`config.mk`:
```
export PLATFORM = sky130hd
export DESIGN_NAME = gce_front
export DESIGN_NICKNAME = d
export VERILOG_FILES = /design/src/rtl/core/gce_pkg.sv /design/src/rtl/core/gce_front.sv
export SDC_FILE = /design/constraint.sdc
export NUM_CORES = 1
export LEC_CHECK = 0
export BUFFER_PORTS_ARGS = -buffer_cell sky130_fd_sc_hd__buf_2
export CORE_ASPECT_RATIO = 0.75
export CORE_MARGIN = 2
export CORE_UTILIZATION = 48
export DETAILED_ROUTE_END_ITERATION = 10
export PLACE_DENSITY = 0.92
export SLEW_MARGIN = 20
export SYNTH_ARGS = -nofsm -noshare
export SYNTH_HDL_FRONTEND = slang
export SYNTH_SLANG_ARGS = --single-unit
```
`constraint.sdc`:
```
create_clock -name clk_i -period 4.58 [get_ports clk_i]
set_clock_uncertainty 0.1 [all_clocks]
set_input_delay 0.458 -clock clk_i [delete_from_list [all_inputs] [get_ports clk_i]]
set_output_delay 0.458 -clock clk_i [all_outputs]
set_load 0.05 [all_outputs]
```
`src/rtl/core/gce_pkg.sv`:
```
// Package with shared types, constants and the arctangent table.
`timescale 1ns / 1ps
package gce_pkg;

  localparam int unsigned GateSlots   = 32768;
  localparam int unsigned CordicSteps = 24;
  localparam int unsigned SlotW       = 15;
  localparam int unsigned DataW       = 34;
  localparam int unsigned QueueDepth  = 4;
  localparam int unsigned QueuePtrW   = 2;

  localparam logic [22:0] PiQ20   = 23'd3294199;
  localparam logic [DataW-1:0] GainQ30 = 34'h026DD3B6A;
  localparam logic [4:0] QubitCountReset = 5'd3;

  localparam logic [2:0] OpH    = 3'd0;
  localparam logic [2:0] OpS    = 3'd1;
  localparam logic [2:0] OpCnot = 3'd2;
  localparam logic [2:0] OpRz   = 3'd5;

  // Classified gate handed from front to back.
  typedef struct packed {
    logic [SlotW-1:0] slot;
    logic [26:0]      word;
    logic [2:0]       code;
    logic             rot;
    logic [DataW-1:0] z;
  } front_item_t;

  // CORDIC stage payload.
  typedef struct packed {
    logic [SlotW-1:0] slot;
    logic [26:0]      word;
    logic [2:0]       code;
    logic             rot;
    logic [DataW-1:0] x;
    logic [DataW-1:0] y;
    logic [DataW-1:0] z;
  } cordic_item_t;

  function automatic logic [DataW-1:0] atan_q30(input int unsigned i);
    logic [31:0] t;
    case (i)
      0: t = 32'h3243F6A8;  1: t = 32'h1DAC6705;  2: t = 32'h0FADBAFC;
      3: t = 32'h07F56EA6;  4: t = 32'h03FEAB76;  5: t = 32'h01FFD55B;
      6: t = 32'h00FFFAAA;  7: t = 32'h007FFF55;  8: t = 32'h003FFFEA;
      9: t = 32'h001FFFFD; 10: t = 32'h000FFFFF; 11: t = 32'h0007FFFF;
      12: t = 32'h0003FFFF; 13: t = 32'h0001FFFF; 14: t = 32'h0000FFFF;
      15: t = 32'h00007FFF; 16: t = 32'h00003FFF; 17: t = 32'h00001FFF;
      18: t = 32'h00000FFF; 19: t = 32'h000007FF; 20: t = 32'h000003FF;
      21: t = 32'h000001FF; 22: t = 32'h000000FF; 23: t = 32'h0000007F;
      24: t = 32'h0000003F; 25: t = 32'h0000001F; 26: t = 32'h0000000F;
      27: t = 32'h00000007;
      default: t = 32'h0;
    endcase
    return {2'b00, t};
  endfunction

  // Q.30 to Q1.22 with truncation toward zero and saturation to +-1.
  function automatic logic [23:0] to_q22(input logic [DataW-1:0] v);
    logic [DataW-1:0] mag;
    logic [DataW-1:0] q;
    mag = v[DataW-1] ? (~v + 1'b1) : v;
    q = mag >> 8;
    if (q > 34'd4194304) begin
      q = 34'd4194304;
    end
    if (v[DataW-1]) begin
      q = ~q + 1'b1;
    end
    return q[23:0];
  endfunction

endpackage

```
`src/rtl/core/gce_front.sv`:
```
// Front end: slot assignment, cut computation and gate classification.
`timescale 1ns / 1ps
module gce_front (
  input  logic                    clk_i,
  input  logic                    rst_ni,
  input  logic                    fire_i,
  input  logic [2:0]              operation_i,
  input  logic [4:0]              target_qubit_i,
  input  logic [4:0]              control_qubit_i,
  input  logic [22:0]             angle_i,
  input  logic                    restart_slot_i,
  input  logic [4:0]              qubit_count_i,
  output gce_pkg::front_item_t    item_o
);

  logic [gce_pkg::SlotW-1:0] slot_q, slot_d, slot_cur;
  logic [4:0]  expo;
  logic [16:0] cut;
  logic [22:0] ang;
  logic        valid_op;

  // Slot counter with restart and wrap.
  always_comb begin
    slot_cur = restart_slot_i ? '0 : slot_q;
    if ({1'b0, slot_cur} + 16'd1 >= 16'(gce_pkg::GateSlots)) begin
      slot_d = '0;
    end else begin
      slot_d = slot_cur + 1'b1;
    end
  end

  always_ff @(posedge clk_i or negedge rst_ni) begin
    if (!rst_ni) begin
      slot_q <= '0;
    end else if (fire_i) begin
      slot_q <= slot_d;
    end
  end

  // Cut and packed word.
  always_comb begin
    expo = qubit_count_i - target_qubit_i - 5'd1;
    cut = '0;
    if (target_qubit_i < qubit_count_i && expo <= 5'd16) begin
      cut = 17'd1 << expo;
    end
    valid_op = (operation_i <= gce_pkg::OpRz);
    item_o.slot = slot_cur;
    item_o.word = '0;
    item_o.code = '0;
    if (valid_op) begin
      item_o.word[21:17] = target_qubit_i;
      if (operation_i != gce_pkg::OpS) begin
        item_o.word[16:0] = cut;
      end
      if (operation_i == gce_pkg::OpCnot) begin
        item_o.word[26:22] = control_qubit_i;
      end
      item_o.code = operation_i + 3'd1;
    end
    item_o.rot = valid_op && operation_i > gce_pkg::OpCnot;
    // Clamp to +-pi, then the Q3.20 value is taken as Q.21 half angle in Q.30.
    ang = angle_i;
    if ($signed(ang) > $signed(gce_pkg::PiQ20)) begin
      ang = gce_pkg::PiQ20;
    end
    if ($signed(ang) < -$signed(gce_pkg::PiQ20)) begin
      ang = -gce_pkg::PiQ20;
    end
    item_o.z = {{2{ang[22]}}, ang, 9'd0};
  end

endmodule

```
### Word level (Yosys, flattened, before mapping)

Cells that the tools add are included.
Widths: inputs -> output; s select.

| cells by class | value |
|---|---|
| add/subtract/negate cells | 5 |
| bitwise logic cells | 0 |
| muxes and demuxes | 8 |
| multipliers | 0 |
| reductions and logical operators | 2 |
| equality and inequality tests | 2 |
| $lt $le $gt $ge | 7 |
| div/mod/pow operators | 0 |
| shift-type cells | 1 |

Operator list:

| operator | count |
|---|---|
| $mux 23 | 2 |
| $mux 17 | 2 |
| $mux 15 | 2 |
| $mux 30 | 1 |
| $gt 23x23->1 const B | 1 |
| $lt 23x23->1 const B | 1 |
| $shl 1x5->17 const A | 1 |
| $add 15x1->16 const B | 1 |
| $ge 16x16->1 const B | 1 |
| $add 15x1->15 const B | 1 |
| $le 5x5->1 const B | 1 |
| $lt 5x5->1 | 1 |
| $mux 5 | 1 |
| $sub 5x1->5 const B | 1 |
| $sub 5x5->5 | 1 |
| $add 3x1->3 const B | 1 |
| $eq 3x2->1 const B | 1 |
| $gt 3x2->1 const B | 1 |
| $le 3x3->1 const B | 1 |
| $ne 3x1->1 const B | 1 |
| $logic_and 1x1->1 | 2 |

| storage, ports and cells | value |
|---|---|
| logic and storage cells | 26 |
| latch bits | 0 |
| flip-flop bits (word level) | 15 |
| output and inout bits | 80 |
| bits of input ports | 45 |
| memories kept | 0 |
| memory bits (writable) | 0 |
| ROM bits | 0 |

### Longest topological paths before layout

| depth | value |
|---|---|
| word-level depth | 7 |
| mapped depth | 9 |
| mapped depth without buffers | 9 |

### Worst setup path before layout

No wires, ideal clock.

| timing path | value |
|---|---|
| path type | input-to-output |
| start point | input port target_qubit_i[0] |
| end point | output port item_o[54] (netlist name) |
| cell stages on the path | 8 |
| data required time | 4.022 ns |
| path buffers | 0 |
| setup slack | 0.926 ns |
| data arrival time | 3.096 ns |
| path through | inv_1 -> ha_1 -> inv_1 -> fa_1 -> xnor2_1 -> nor2_1 -> nand2_2 -> nor4_1 |

RTL lines:

| what | line | RTL |
|---|---|---|
| start: declaration | gce_front.sv:8 | `input logic [4:0] target_qubit_i,` |
| end: declaration | gce_front.sv:13 | `output gce_pkg::front_item_t item_o` |

==> run_results.csv <==
group,metric,value,unit
synth,ys_seq_area_frac,0.1777,
worst_setup_path,crit_required,4020,ps
routing,num_vias,2350,
timing,slew_headroom,0.5847,
worst_setup_path,crit_type,"in -> out",
worst_setup_path,end_kind,"primary output",
flow_run,cap_violations,0,
timing,max_freq,315.9,MHz
cts,htreeDepth,1,
worst_setup_path,crit_path_max_fanout,8,
worst_setup_path,critPathArrivalTime,2610,ps
cts,cts_tree,"yes",
synth,synth-main-ff-cell,"dfrtp_1",
cts,cts_hold_buf,0,
routing,post_drt_wl_per_cell,12.68,microns
cts,numCtsBuffers,3,
timing,rsz0062_at_grt,"false",
synth,synth_seq_cells,15,
final_layout,fin_util,0.6509,
routing,ant_nets,0,
cts,cts_root_buf,"clkbuf_8",
routing,drcViolationCount,0,
status,status,"complete, no violations",
routing,totalWireLength,5.578,mm
timing,hold_viol,0,
synth,syn_area_per_cell,7.516,sq um
synth,synthDistinctLibCells,57,
cts,cts_resized,0,
cts,insertion_delay,250,ps
pwr,power.density,245.3,mW/mm^2
pwr,intPower,0.3107,mW
worst_setup_path,crit_path_start,"target_qubit_i[0]",
worst_setup_path,reg2reg_depth,6,
grt,grt_pass1_wl,8.238,mm
die,core_area,0.004129,sq mm
timing,drv_slew,0,
timing,worstMarginPinSlew,622.9,ps
die,core.rowCount,20,
worst_setup_path,ff2ff_setup_slack,2600,ps
routing,viasPerCell,5.341,
die,start_util,0.5115,
hold_path,hp-class,"in -> async",
grt,grt_overflow_total,0,
grt,antenna_found_initial,0,
synth,synthCells,281,
pwr,combPwrFrac,0.576,
timing,final-setup-viol-count,0,
final_layout,largest-register,"slot_q",
final_layout,largest_reg_flops,15,
placed_design,gp_congestion,0.8067,
final_layout,nNetsFinal,445,
cts,cts_sinks,15,
timing,fin_tns_setup,0,ps
synth,postSynth.asyncResetShare,1.000,
grt,grt_pass1_vias,1958,
die,dieHeight,61.45,microns
cts,clockBufferDepth,2,
die,die_area,0.004952,sq mm
routing,initialDrtViolationCount,61,
worst_setup_path,regToRegStartpoint,"slot_q[0]$_DFFE_PN0P_",
final_layout,largestRegisters,"slot_q x15",
die,ios,125,
placed_design,place.port_buffers,115,
pwr,p_sw_frac,0.5287,
pwr,clkPwrFrac,0.163,
timing,fin_crit,3166,ps
cts,postCtsSetupBuffers,0,
die,die_w,80.60,microns
synth,synthesis.area,0.002112,sq mm
cts,clk_pin_slew,60,ps
placed_design,hpwl,4.450,mm
final_layout,fillers,352,
pwr,ir_worst_vdd,0.2090,mV
routing,dr.pass1.iters,4,
synth,synth_edf_count,0,
final_layout,antenna_cells,0,
grt,grt_usage,0.2100,
pwr,power_switching,0.3485,mW
final_layout,drive_above_1_share,0.3636,
final_layout,areaGrowthSynthToFinish,27.25,%
worst_setup_path,start_kind,"input pin",
worst_setup_path,reg2reg_to,"slot_q[10]$_DFFE_PN0P_",
grt,grt_max_degree,31,
synth,yosysWarnings,0,
pwr,leakage,1.461,nW
timing,period_share,0.6912,
pwr,power_frac_seq,0.262,
synthesized netlist by cell type (2+ instances only):
| cell type | number | area [sq um] |
|---|---|---|
| nor2_1 | 40 | 150.1 |
| inv_1 | 26 | 97.59 |
| nor2b_1 | 20 | 125.1 |
| a21oi_1 | 17 | 85.08 |
| dfrtp_1 | 15 | 375.4 |
| nand2_1 | 14 | 52.55 |
| ha_1 | 13 | 162.7 |
| buf_4 | 11 | 82.58 |
| nand3_1 | 11 | 55.05 |
| o2bb2ai_1 | 9 | 78.83 |
| a21o_1 | 8 | 60.06 |
| clkbuf_1 | 8 | 30.03 |
| o21ai_0 | 8 | 40.04 |
| mux2i_1 | 7 | 70.07 |
| and2_1 | 6 | 37.54 |
| nor3_1 | 6 | 30.03 |
| nor4_1 | 5 | 31.28 |
| a21o_2 | 4 | 35.03 |
| nand2b_1 | 4 | 25.02 |
| a31oi_1 | 3 | 18.77 |
| nand4_1 | 3 | 18.77 |
| xnor2_1 | 3 | 26.28 |
| buf_6 | 2 | 22.52 |
| o2111ai_2 | 2 | 30.03 |
| o21ai_1 | 2 | 10.01 |
| o31ai_1 | 2 | 15.01 |
| or3_1 | 2 | 12.51 |
critical path, cell delays in order:
cell       delay [ps]
buf_2              90
inv_1              60
ha_1              190
inv_1              70
fa_1              400
nor2b_1           130
o21ai_1           100
a21boi_2          260
o2111ai_2         300
nor4_2            240
buf_2             300
routing by layer:
metal  vias to the layer above  GRT usage  wire [microns]
met5                         -          0               0
met4                         0    0.07022             108
met3                        14    0.04839             517
met2                       104     0.3762            2654
met1                      1070     0.2545            2297
li1                       1162          -               -
cells by family after synthesis:
family | count (synthesis) | synth area share
simple gates | 125 | 0.3335
compound gates | 64 | 0.2204
buf+inv | 50 | 0.1161
flops | 15 | 0.1777
fa+ha+maj | 14 | 0.08650
mux | 8 | 0.03851
xor+xnor | 4 | 0.02548
other cells | 1 | 0.001776
cell usage in the layout (no fill, tap or decap), drive strengths merged, types with 2 or more instances in the layout:
master   instances
xnor2            3
nand3           12
nor3             7
nand4            3
a21oi           18
ha              13
a31o             2
mux2i            7
buf            115
nor2            41
nor2b           20
nand2b           4
inv             26
dfrtp           15
clkbuf           4
a31oi            3
o31ai            2
o2111ai          2
conb             9
a21o            12
and2             6
o2bb2ai          9
o21ai           10
or3              2
nor4             7
nand2           15
and4             2
worst max path at each step:
stage                  to  slack, ps  cells after the start
2_1_floorplan  item_o[54]        930                      8
3_3_place_gp   item_o[46]       1560                     11
3_5_place_dp   item_o[46]       1440                     11
4_1_cts        item_o[46]       1440                     11
5_1_grt        item_o[46]       1210                     11
6_report       item_o[46]       1410                     11
layout make-up:
cell class                      instances  area (sq um)  share of cell area
Multi-Input combinational cell        224          1521              0.5661
Timing Repair Buffer                  115         575.6              0.2142
Sequential cell                        15         375.4              0.1397
Inverter                               27         101.3             0.03771
Tap cell                               55         68.82             0.02561
Clock buffer                            4         45.04             0.01676
power groups by stage:
stage          registers (mW)  clock network (mW)  logic [mW]
2_1_floorplan           0.156                   0       0.317
3_3_place_gp            0.171                   0       0.371
3_5_place_dp            0.173                   0       0.378
4_1_cts                 0.171               0.110       0.379
5_1_grt                 0.175               0.116       0.405
6_report                0.172               0.107       0.380
metrics by stage:
stage          cell area [sq um]  total power [mW]  setup slack [ps]  hold slack [ps]  instances
2_1_floorplan               2142            0.4736             926.3            62.41        289
3_3_place_gp                2643            0.5426              1556            277.3        436
3_5_place_dp                2643            0.5509              1436            283.6        436
4_1_cts                     2688            0.6602              1438            17.12        440
5_1_grt                     2688            0.6963              1208            34.17        440
6_report                    2688            0.6592              1414            14.07        440
Power figures use the tool's default switching activity.
