--- config.mk ---
export PLATFORM = sky130hd
export DESIGN_NAME = gce_queue
export DESIGN_NICKNAME = d
export VERILOG_FILES = /design/src/rtl/core/gce_pkg.sv /design/src/rtl/core/gce_queue.sv
export SDC_FILE = /design/constraint.sdc
export NUM_CORES = 1
export LEC_CHECK = 0
export BUFFER_PORTS_ARGS = -buffer_cell sky130_fd_sc_hd__buf_2
export CAP_MARGIN = 10
export CELL_PAD_IN_SITES_DETAIL_PLACEMENT = 1
export CELL_PAD_IN_SITES_GLOBAL_PLACEMENT = 1
export CORE_ASPECT_RATIO = 0.5
export CORE_MARGIN = 2
export CORE_UTILIZATION = 45
export DETAILED_ROUTE_END_ITERATION = 7
export HOLD_SLACK_MARGIN = 0.03
export PLACE_DENSITY = 0.77
export SLEW_MARGIN = 20
export SYNTH_ARGS = -nofsm -noshare
export SYNTH_HDL_FRONTEND = slang
export SYNTH_SLANG_ARGS = --single-unit
--- constraint.sdc ---
create_clock -name clk_i -period 6.85 [get_ports clk_i]
set_input_delay 0.3425 -clock clk_i [delete_from_list [all_inputs] [get_ports clk_i]]
set_output_delay 0.3425 -clock clk_i [all_outputs]
set_load 0.005 [all_outputs]
--- src/rtl/core/gce_pkg.sv ---
// Package with shared types, constants and the arctangent table.
`timescale 1ns / 1ps
package gce_pkg;

  localparam int unsigned GateSlots   = 32768;
  localparam int unsigned CordicSteps = 24;
  localparam int unsigned SlotW       = 15;
  localparam int unsigned DataW       = 34;
  localparam int unsigned QueueDepth  = 4;
  localparam int unsigned QueuePtrW   = 2;

  localparam logic [22:0] PiQ20   = 23'd3294199;
  localparam logic [DataW-1:0] GainQ30 = 34'h026DD3B6A;
  localparam logic [4:0] QubitCountReset = 5'd3;

  localparam logic [2:0] OpH    = 3'd0;
  localparam logic [2:0] OpS    = 3'd1;
  localparam logic [2:0] OpCnot = 3'd2;
  localparam logic [2:0] OpRz   = 3'd5;

  // Classified gate handed from front to back.
  typedef struct packed {
    logic [SlotW-1:0] slot;
    logic [26:0]      word;
    logic [2:0]       code;
    logic             rot;
    logic [DataW-1:0] z;
  } front_item_t;

  // CORDIC stage payload.
  typedef struct packed {
    logic [SlotW-1:0] slot;
    logic [26:0]      word;
    logic [2:0]       code;
    logic             rot;
    logic [DataW-1:0] x;
    logic [DataW-1:0] y;
    logic [DataW-1:0] z;
  } cordic_item_t;

  function automatic logic [DataW-1:0] atan_q30(input int unsigned i);
    logic [31:0] t;
    case (i)
      0: t = 32'h3243F6A8;  1: t = 32'h1DAC6705;  2: t = 32'h0FADBAFC;
      3: t = 32'h07F56EA6;  4: t = 32'h03FEAB76;  5: t = 32'h01FFD55B;
      6: t = 32'h00FFFAAA;  7: t = 32'h007FFF55;  8: t = 32'h003FFFEA;
      9: t = 32'h001FFFFD; 10: t = 32'h000FFFFF; 11: t = 32'h0007FFFF;
      12: t = 32'h0003FFFF; 13: t = 32'h0001FFFF; 14: t = 32'h0000FFFF;
      15: t = 32'h00007FFF; 16: t = 32'h00003FFF; 17: t = 32'h00001FFF;
      18: t = 32'h00000FFF; 19: t = 32'h000007FF; 20: t = 32'h000003FF;
      21: t = 32'h000001FF; 22: t = 32'h000000FF; 23: t = 32'h0000007F;
      24: t = 32'h0000003F; 25: t = 32'h0000001F; 26: t = 32'h0000000F;
      27: t = 32'h00000007;
      default: t = 32'h0;
    endcase
    return {2'b00, t};
  endfunction

  // Q.30 to Q1.22 with truncation toward zero and saturation to +-1.
  function automatic logic [23:0] to_q22(input logic [DataW-1:0] v);
    logic [DataW-1:0] mag;
    logic [DataW-1:0] q;
    mag = v[DataW-1] ? (~v + 1'b1) : v;
    q = mag >> 8;
    if (q > 34'd4194304) begin
      q = 34'd4194304;
    end
    if (v[DataW-1]) begin
      q = ~q + 1'b1;
    end
    return q[23:0];
  endfunction

endpackage

--- src/rtl/core/gce_queue.sv ---
// Short FIFO between the front and back ends.
`timescale 1ns / 1ps
module gce_queue (
  input  logic                 clk_i,
  input  logic                 rst_ni,
  input  logic                 push_i,
  input  gce_pkg::front_item_t push_data_i,
  output logic                 full_o,
  input  logic                 pop_i,
  output logic                 empty_o,
  output gce_pkg::front_item_t pop_data_o
);

  gce_pkg::front_item_t mem_q [gce_pkg::QueueDepth];
  logic [gce_pkg::QueuePtrW-1:0] wr_q, rd_q;
  logic [gce_pkg::QueuePtrW:0]   cnt_q;

  assign full_o     = (cnt_q == 3'(gce_pkg::QueueDepth));
  assign empty_o    = (cnt_q == '0);
  assign pop_data_o = mem_q[rd_q];

  // Storage is payload only.
  always_ff @(posedge clk_i) begin
    if (push_i) begin
      mem_q[wr_q] <= push_data_i;
    end
  end

  // Pointers and fill count.
  always_ff @(posedge clk_i or negedge rst_ni) begin
    if (!rst_ni) begin
      wr_q  <= '0;
      rd_q  <= '0;
      cnt_q <= '0;
    end else begin
      if (push_i) begin
        wr_q <= wr_q + 1'b1;
      end
      if (pop_i) begin
        rd_q <= rd_q + 1'b1;
      end
      cnt_q <= cnt_q + {2'b00, push_i} - {2'b00, pop_i};
    end
  end

endmodule

# After elaboration in Yosys (flattened, before gate mapping)
# Memory sizes are Yosys's and may differ from the RTL's.
# Cells that the tools add are included.
# totals
reg_bits	7
mem_bits_rw	320
input_bits	84
elab_cells	12
n_memories	1
# mem_list
memory	depth	word_bits	rd	rd_ports_with_merged_regs	write_ports	line_no	text
mem_q	4	80	1	0	1	gce_queue.sv:14	gce_pkg::front_item_t mem_q [gce_pkg::QueueDepth];
# classes
addsub	4
n_eq_ne	1
muxes	2
n_reduce_logical	1
# ops
cell	count
adder 2 x 1 -> 2 bit, second input constant	2
adder 3 x 1 -> 3 bit	1
equality test 3 bit, second input constant	1
logical NOT 3 bit	1
subtractor 3 x 1 -> 3 bit	1
two-way mux 1 bit	2

# Logic depth before layout (Yosys ltp)
# Gate-level depths: netlist of run 1.
# logic_depth
depth_word	2
ltp_mapped	7

# Least setup slack after synthesis of run 1
# No wires, ideal clock.
# synth_path
path_type	reg2reg
from	register wr_q[0] in the netlist's numbering
to	memory mem_q[0][0] in the netlist's numbering, enable pin
setup_time_ns	0.447
t_arrival_ns	2.484
required_ns	6.403
setup_slack_ns	3.919
stages_incl_launch_ff	4
path_cell_list	dfrtp_1 > inv_1 > ha_1 > and2_1
# synth_rtl
element	line_no	text
start: declaration	gce_queue.sv:15	logic [gce_pkg::QueuePtrW-1:0] wr_q, rd_q;
start signal: assignment	gce_queue.sv:37	wr_q <= wr_q + 1'b1;
end: declaration	gce_queue.sv:14	
# No word-level cell before the write port.

==> impl_metrics.toml, run 1 <==
[synth]
synth_flop_cell = "edfxtp_1"
synthArstFlopShare_pct = 2.14
yosysUniqueCellTypes = 17
synth_top_area_share_pct = 80.0
avgSynthCellArea_sq_um = 26.6
yosys-top-cells-count = "320 x edfxtp_1, 79 x mux4_2, 9 x buf_2"
ys_top_cells_by_area = "edfxtp_1 80%, mux4_2 15%, dfrtp_1 1.5%"
netlist_area_sq_um = 12000
postSynthNetCount = 543
ys_seq_elements = 327
yosysTopAreaCell = "edfxtp_1"
seq_area_frac_synth_pct = 81.4
synth_cells = 452
yosys_warnings = 0
yosysMostFrequentCell = "edfxtp_1"
synth_edf_count = 320

[setup_path]
r2r_start = "wr_q[0]$_DFFE_PN0P_"
critPathSlowestCell = "dfrtp_4"
critical_path.startpoint = "rd_q[0]$_DFFE_PN0P_"
crit_chain = "buf_4 -> mux4_1 -> buf_2"
cp.arrival_ns = 3.18
reg2reg_slack_ns = 4.58
critPathMaxStageDelay_ns = 0.94
start_kind = "flop"
r2r_cells = 4
endpoint = "pop_data_o[79]"
cp_num_cells = 3
crit_buf_inv = 2
critPathKind = "flop to output pin"
required_ns = 6.51
r2r-end = "mem_q[2][32]$_DFFE_PP_"
worstPathMaxFanout = 44
cpLargestDelayFamily = "buffers and inverters"
endpoint_kind = "output pin"

[global_route]
grt_pass1_vias = 6383
grt_pass1_wl_mm = 38.3
grtUsageTotal_pct = 18.0
grt_max_degree = 71
antenna_found_initial = 1
grt_overflow = 0

[clocking]
path_clk_slew_ns = 0.06
cts-root-buf = "clkbuf_16"
htreeDepth = 1
cts_sinks = 327
worst_skew_pair.late_latency_ns = 0.55
cts_tree = "done"
cts_inserted_buffers = 30
clockBufferDepth = 3

[drt]
vias_per_cell = 5.16
wl_per_cell_microns = 22.5
ant_nets = 0
routed_wl_mm = 24.6
vias = 5645
route.detailed.drc = 0
first_iter_violations = 363
drt_pass1_iterations = 4

[sta]
period_share_pct = 51.5
hold_viol = 0
period_minus_slack_ns = 3.52
worst_pin_slew_ns = 1.10
fin_tns_setup_ns = 0
setup_viol = 0
drv_slew = 0
max_slew_margin_pct = 26.6
fmax_ghz = 0.284
fin_skew_ns = 0.00919
rsz0062_at_grt = "false"

[cells_and_area]
stdcell_count = 1094
area_delta_synth_final_pct = 24.1
final_nets = 810
drive_gt1_share_pct = 40.4
fill_cells = 2268

[floorplan]
die_w_microns = 235
core_sq_um = 26300
row_count = 42
fp.dieH_microns = 120
die-area_sq_um = 28100
boundaryPins = 166
start_util_pct = 45.6

[power]
p_leak_nw = 5.16
powerDensity_nw_per_um2 = 403
ir_drop_mv = 0.188
seq_power_share_pct = 46.6
netSwitchingFraction_pct = 27.5
switchingPower_mw = 1.65
comb_power_share_pct = 26.2
clock_power_share_pct = 27.3
p_int_mw = 4.35

[place]
numPortBuffers = 165
routabilityCongestion = 0.695
dp.cells = 957
dp_hpwl_mm = 14.0

[worst_hold_path]
worstHoldPathType = "primary input to flop"
holdPathStages = 2

[job]
drv_cap = 0

[run_status]
status = "complete, no violations"
-- power groups by stage --
stage          registers [mW]  clock network [mW]  logic, mW
3_5_place_dp             2.85                   0       1.56
6_report                 2.80                1.64       1.57
3_3_place_gp             2.81                   0       1.53
2_1_floorplan            2.74                   0       1.10
5_1_grt                  2.84                1.75       1.69
4_1_cts                  2.81                1.68       1.61
-- through the flow --
step / total power, mW / cell area [sq um] / setup slack, ns / utilization, % / hold slack [ns]
finish: 6.00 / 14900 / 3.33 / 56.6 / 0.104
global route: 6.28 / 14900 / 3.03 / 56.6 / 0.0986
CTS: 6.09 / 14900 / 3.18 / 56.6 / 0.0743
detailed placement: 4.41 / 13100 / 3.78 / 49.9 / 0.201
global placement: 4.34 / 13100 / 3.81 / 49.9 / 0.202
floorplan: 3.84 / 12000 / 3.92 / - / 0.0469
-- worst register-to-register path: stages, from the launching register on --
cell and delay [ns]:
dfrtp_1 0.41, inv_1 0.09, ha_1 0.14, and2_4 0.53, buf_4 0.69
-- cell type report --
type	count	area, sq um	share of cell area (%)
diodes	1	2.50	0.0168
inverters	6	22.5	0.151
repair buffers	253	1690	11.3
clock buffers	37	798	5.35
well taps	352	440	2.95
clock inverters	17	164	1.10
flip-flops and latches	327	9790	65.7
multi-input cells	101	2000	13.4
-- timing repair --
action                                 in CTS  in global routing
hold buffers                               82                  0
setup buffers                               0                  0
resized for setup                           0                  0
endpoints found under the hold margin     328                  0
-- worst min-delay path by stage --
| stage | start | slack, ns | to |
|---|---|---|---|
| finish | push_i | 0.10 | wr_q[0]$_DFFE_PN0P_ |
| global route | push_i | 0.1 | wr_q[0]$_DFFE_PN0P_ |
| CTS | push_i | 0.07 | wr_q[0]$_DFFE_PN0P_ |
| detailed placement | rst_ni | 0.20 | wr_q[0]$_DFFE_PN0P_ |
| global placement | rst_ni | 0.20 | wr_q[1]$_DFFE_PN0P_ |
| floorplan | rst_ni | 0.05 | cnt_q[0]$_DFF_PN0_ |
-- placed cells by master, fill, tap and decap left out, types with 2 or more instances in the layout --
cell type      instances
buf_4                  6
mux4_2                79
xnor2_1                3
bufinv_16              3
ha_1                   6
inv_1                  6
clkinv_1               5
clkinv_2               6
dfrtp_1                5
nand2_1                2
dfrtp_4                2
xor2_1                 2
clkbuf_1               6
dlygate4sd3_1         82
buf_2                165
and2_4                 4
edfxtp_1             320
clkbuf_16             31
-- kinds of logic (layout without fill, tap and decap cells) --
family	Yosys count	count (layout)	synth area share, %
AO/OA/AOI/OAI	1	1	0.0416
XOR/XNOR	5	5	0.364
adder cells (fa/ha/maj)	7	7	0.791
buffers and inverters	24	313	1.99
flip-flops	327	327	81.4
multiplexers	80	80	15.0
other	0	1	0
AND/OR/NAND/NOR	8	8	0.364
-- state kept, by name, indices dropped and copies added, names as in the netlist --
register,cells
rd_q,2
wr_q,2
cnt_q,3
mem_q,320
-- metal layers --
| layer | track usage, % | part of all wire, % | vias up |
|---|---|---|---|
| met1 | 23.3 | 41 | 3034 |
| li1 | - | - | 2479 |
| met4 | 4.75 | 2.1 | 0 |
| met2 | 31.8 | 54 | 99 |
| met5 | 0 | 0 | - |
| met3 | 3.08 | 3.0 | 33 |
Note: power is estimated with default switching activity, not from simulation.
==> run 2, diff against run 1 <==
--- a/config.mk
+++ b/config.mk
@@ -5,16 +5,17 @@
 export SDC_FILE = /design/constraint.sdc
 export NUM_CORES = 1
 export LEC_CHECK = 0
+export ABC_AREA = 1
 export BUFFER_PORTS_ARGS = -buffer_cell sky130_fd_sc_hd__buf_2
 export CAP_MARGIN = 10
 export CELL_PAD_IN_SITES_DETAIL_PLACEMENT = 1
 export CELL_PAD_IN_SITES_GLOBAL_PLACEMENT = 1
 export CORE_ASPECT_RATIO = 0.5
 export CORE_MARGIN = 2
-export CORE_UTILIZATION = 45
+export CORE_UTILIZATION = 41
 export DETAILED_ROUTE_END_ITERATION = 7
 export HOLD_SLACK_MARGIN = 0.03
-export PLACE_DENSITY = 0.77
+export PLACE_DENSITY = 0.8
 export SLEW_MARGIN = 20
 export SYNTH_ARGS = -nofsm -noshare
 export SYNTH_HDL_FRONTEND = slang
==> constraint.sdc (replaced) <==
create_clock -name clk_i -period 3.1 [get_ports clk_i]
set_input_delay 0.155 -clock clk_i [delete_from_list [all_inputs] [get_ports clk_i]]
set_output_delay 0.155 -clock clk_i [all_outputs]
set_load 0.005 [all_outputs]
==> impl_metrics.toml, run 2 <==
[synth]
yosysUniqueCellTypes = 18
yosys_warnings = 0
seq_area_frac_synth_pct = 70.7
ys_seq_elements = 327
avgSynthCellArea_sq_um = 10.6
yosys-top-cells-count = "411 x nand2_1, 332 x inv_1, 320 x edfxtp_1"
postSynthNetCount = 1390
synth_flop_cell = "edfxtp_1"
yosysTopAreaCell = "edfxtp_1"
ys_top_cells_by_area = "edfxtp_1 69%, nand2_1 11%, inv_1 9.0%"
synth_top_area_share_pct = 69.5
synth_edf_count = 320
synth_cells = 1299
netlist_area_sq_um = 13800
yosysMostFrequentCell = "nand2_1"
synthArstFlopShare_pct = 2.14

[cells_and_area]
stdcell_count = 2018
final_nets = 1641
largest_reg_flops = 320
area_delta_synth_final_pct = 23.1
top_regs = "mem_q x320, cnt_q x3"
fin_area_sq_um = 17000
final_cell_mix = "411 x nand2_1, 328 x inv_1, 320 x edfxtp_1"
final_common_cell = "nand2_1"
final_core_util_pct = 51.3
regMostFlops = "mem_q"
drive_gt1_share_pct = 14.8

[drt]
wl_per_cell_microns = 20.5
first_iter_violations = 611
vias = 10100
ant_nets = 0
drt_pass1_iterations = 5
route.detailed.drc = 0
routed_wl_mm = 41.3
vias_per_cell = 4.99

[clocking]
cts_resized = 0
path_clk_slew_ns = 0.06
clockBufferDepth = 3
post_cts_buffers = 0
htreeDepth = 2
cts_tree = "done"
cts_inserted_buffers = 34
worst_skew_pair.late_latency_ns = 0.51
cts_sinks = 327
cts-root-buf = "clkbuf_16"

[place]
dp.cells = 1871
dp_hpwl_mm = 23.1
dpl-instance-area_sq_um = 15200
routabilityCongestion = 0.783
numPortBuffers = 165
place_worst_setup_slack_ns = 1.01

[sta]
hold_viol = 0
fmax_ghz = 0.383
fin_skew_ns = 0.0137
worst_slack_ns = 0.489
max_slew_margin_pct = 38.0
hold_ws_ns = 0.396
setup_viol = 0
period_minus_slack_ns = 2.61
drv_slew = 0
period_share_pct = 84.2
worst_pin_slew_ns = 0.930
fin_tns_setup_ns = 0
rsz0062_at_grt = "false"

[global_route]
grtUsageTotal_pct = 23.5
grt_pass1_vias = 11500
grt_overflow = 0
antenna_found_initial = 3
grt_max_degree = 163
grt_pass1_wl_mm = 63.7

[power]
p_leak_nw = 7.89
p_total_mw = 15.6
powerDensity_nw_per_um2 = 915
ir_drop_mv = 0.678

[setup_path]
critPathKind = "flop to output pin"
required_ns = 2.94
start_kind = "flop"
endpoint_kind = "output pin"
worstPathMaxFanout = 40
cp.arrival_ns = 2.46

[floorplan]
die-area_sq_um = 35300
start_util_pct = 41.7
fp.dieH_microns = 134
row_count = 47
core_sq_um = 33200
boundaryPins = 166
die_w_microns = 264

[job]
drv_cap = 0

[worst_hold_path]
worstHoldPathType = "primary input to flop"

[run_status]
status = "complete, no violations"
run 2: cell types whose count changed after synthesis, sizes merged:
| cell | previous run | this run |
|---|---|---|
| mux4 | 80 | 0 |
| xnor2 | 3 | 0 |
| and2 | 4 | 0 |
| nand3 | 0 | 161 |
| nand2 | 2 | 411 |
| nor3 | 1 | 2 |
| inv | 6 | 334 |
| clkbuf | 0 | 10 |
| xor2 | 2 | 3 |
| and3 | 1 | 0 |
| buf | 18 | 43 |
run 2: what timing repair did:
item,CTS,global route
hold buffers,84,0
endpoints found under the setup margin,0,0
hold endpoints to repair,332,0
run 2: cell families after synthesis:
kind of cell,Yosys count,synth area share [%]
AOI/OAI and AO/OA,1,0.0362
xor gates and xnor gates,3,0.190
adders and majority gates,7,0.688
buffers and inverters,387,11.3
and+or+nand+nor,574,17.1
DFF,327,70.7
run 2: path summary, 6_finish.rpt:
kind / to / startpoint / slack (ns) / cells past startpoint
worst min register to register: cnt_q[2]$_DFF_PN0_ / cnt_q[1]$_DFF_PN0_ / 0.55 / 2
min in group asynchronous: cnt_q[1]$_DFF_PN0_ / rst_ni / 0.62 / 3
worst max-delay path: pop_data_o[42] / rd_q[1]$_DFFE_PN0P_ / 0.49 / 5
worst min-delay path: mem_q[3][67]$_DFFE_PP_ / push_data_i[67] / 0.40 / 2
max in group asynchronous: rd_q[1]$_DFFE_PN0P_ / rst_ni / 2.20 / 3
worst max register to register: mem_q[3][31]$_DFFE_PP_ / wr_q[0]$_DFFE_PN0P_ / 0.91 / 4
run 2: where the power goes:
group / switching, mW / total (mW) / internal [mW]
logic: 3.74 / 5.52 / 1.78
clock network: 1.72 / 3.90 / 2.18
registers: 0.363 / 6.16 / 5.79
run 2: layout make-up:
cell class              count  area, sq um
diodes                      3         7.51
clock buffers              48          967
clock inverters            12         53.8
fillers                  3620        16100
inverters                 334         1260
multi-input cells         585         2480
flip-flops and latches    327         9790
well taps                 441          552
repair buffers            268         1910
run 2: worst max-delay path, cell delays in order, from the launching register on:
cell and delay (ns):
dfrtp_4 0.72, inv_2 0.52, buf_12 0.30, nand3_1 0.14, nand2_1 0.12, buf_2 0.12
run 2: routing by layer:
| layer | wire [microns] | GRT usage [%] | vias up |
|---|---|---|---|
| li1 | - | - | 4550 |
| met2 | 22300 | 44.5 | 285 |
| met4 | 1850 | 12.0 | 0 |
| met1 | 15500 | 25.4 | 5098 |
| met3 | 1610 | 4.04 | 131 |
| met5 | 0 | 0 | - |
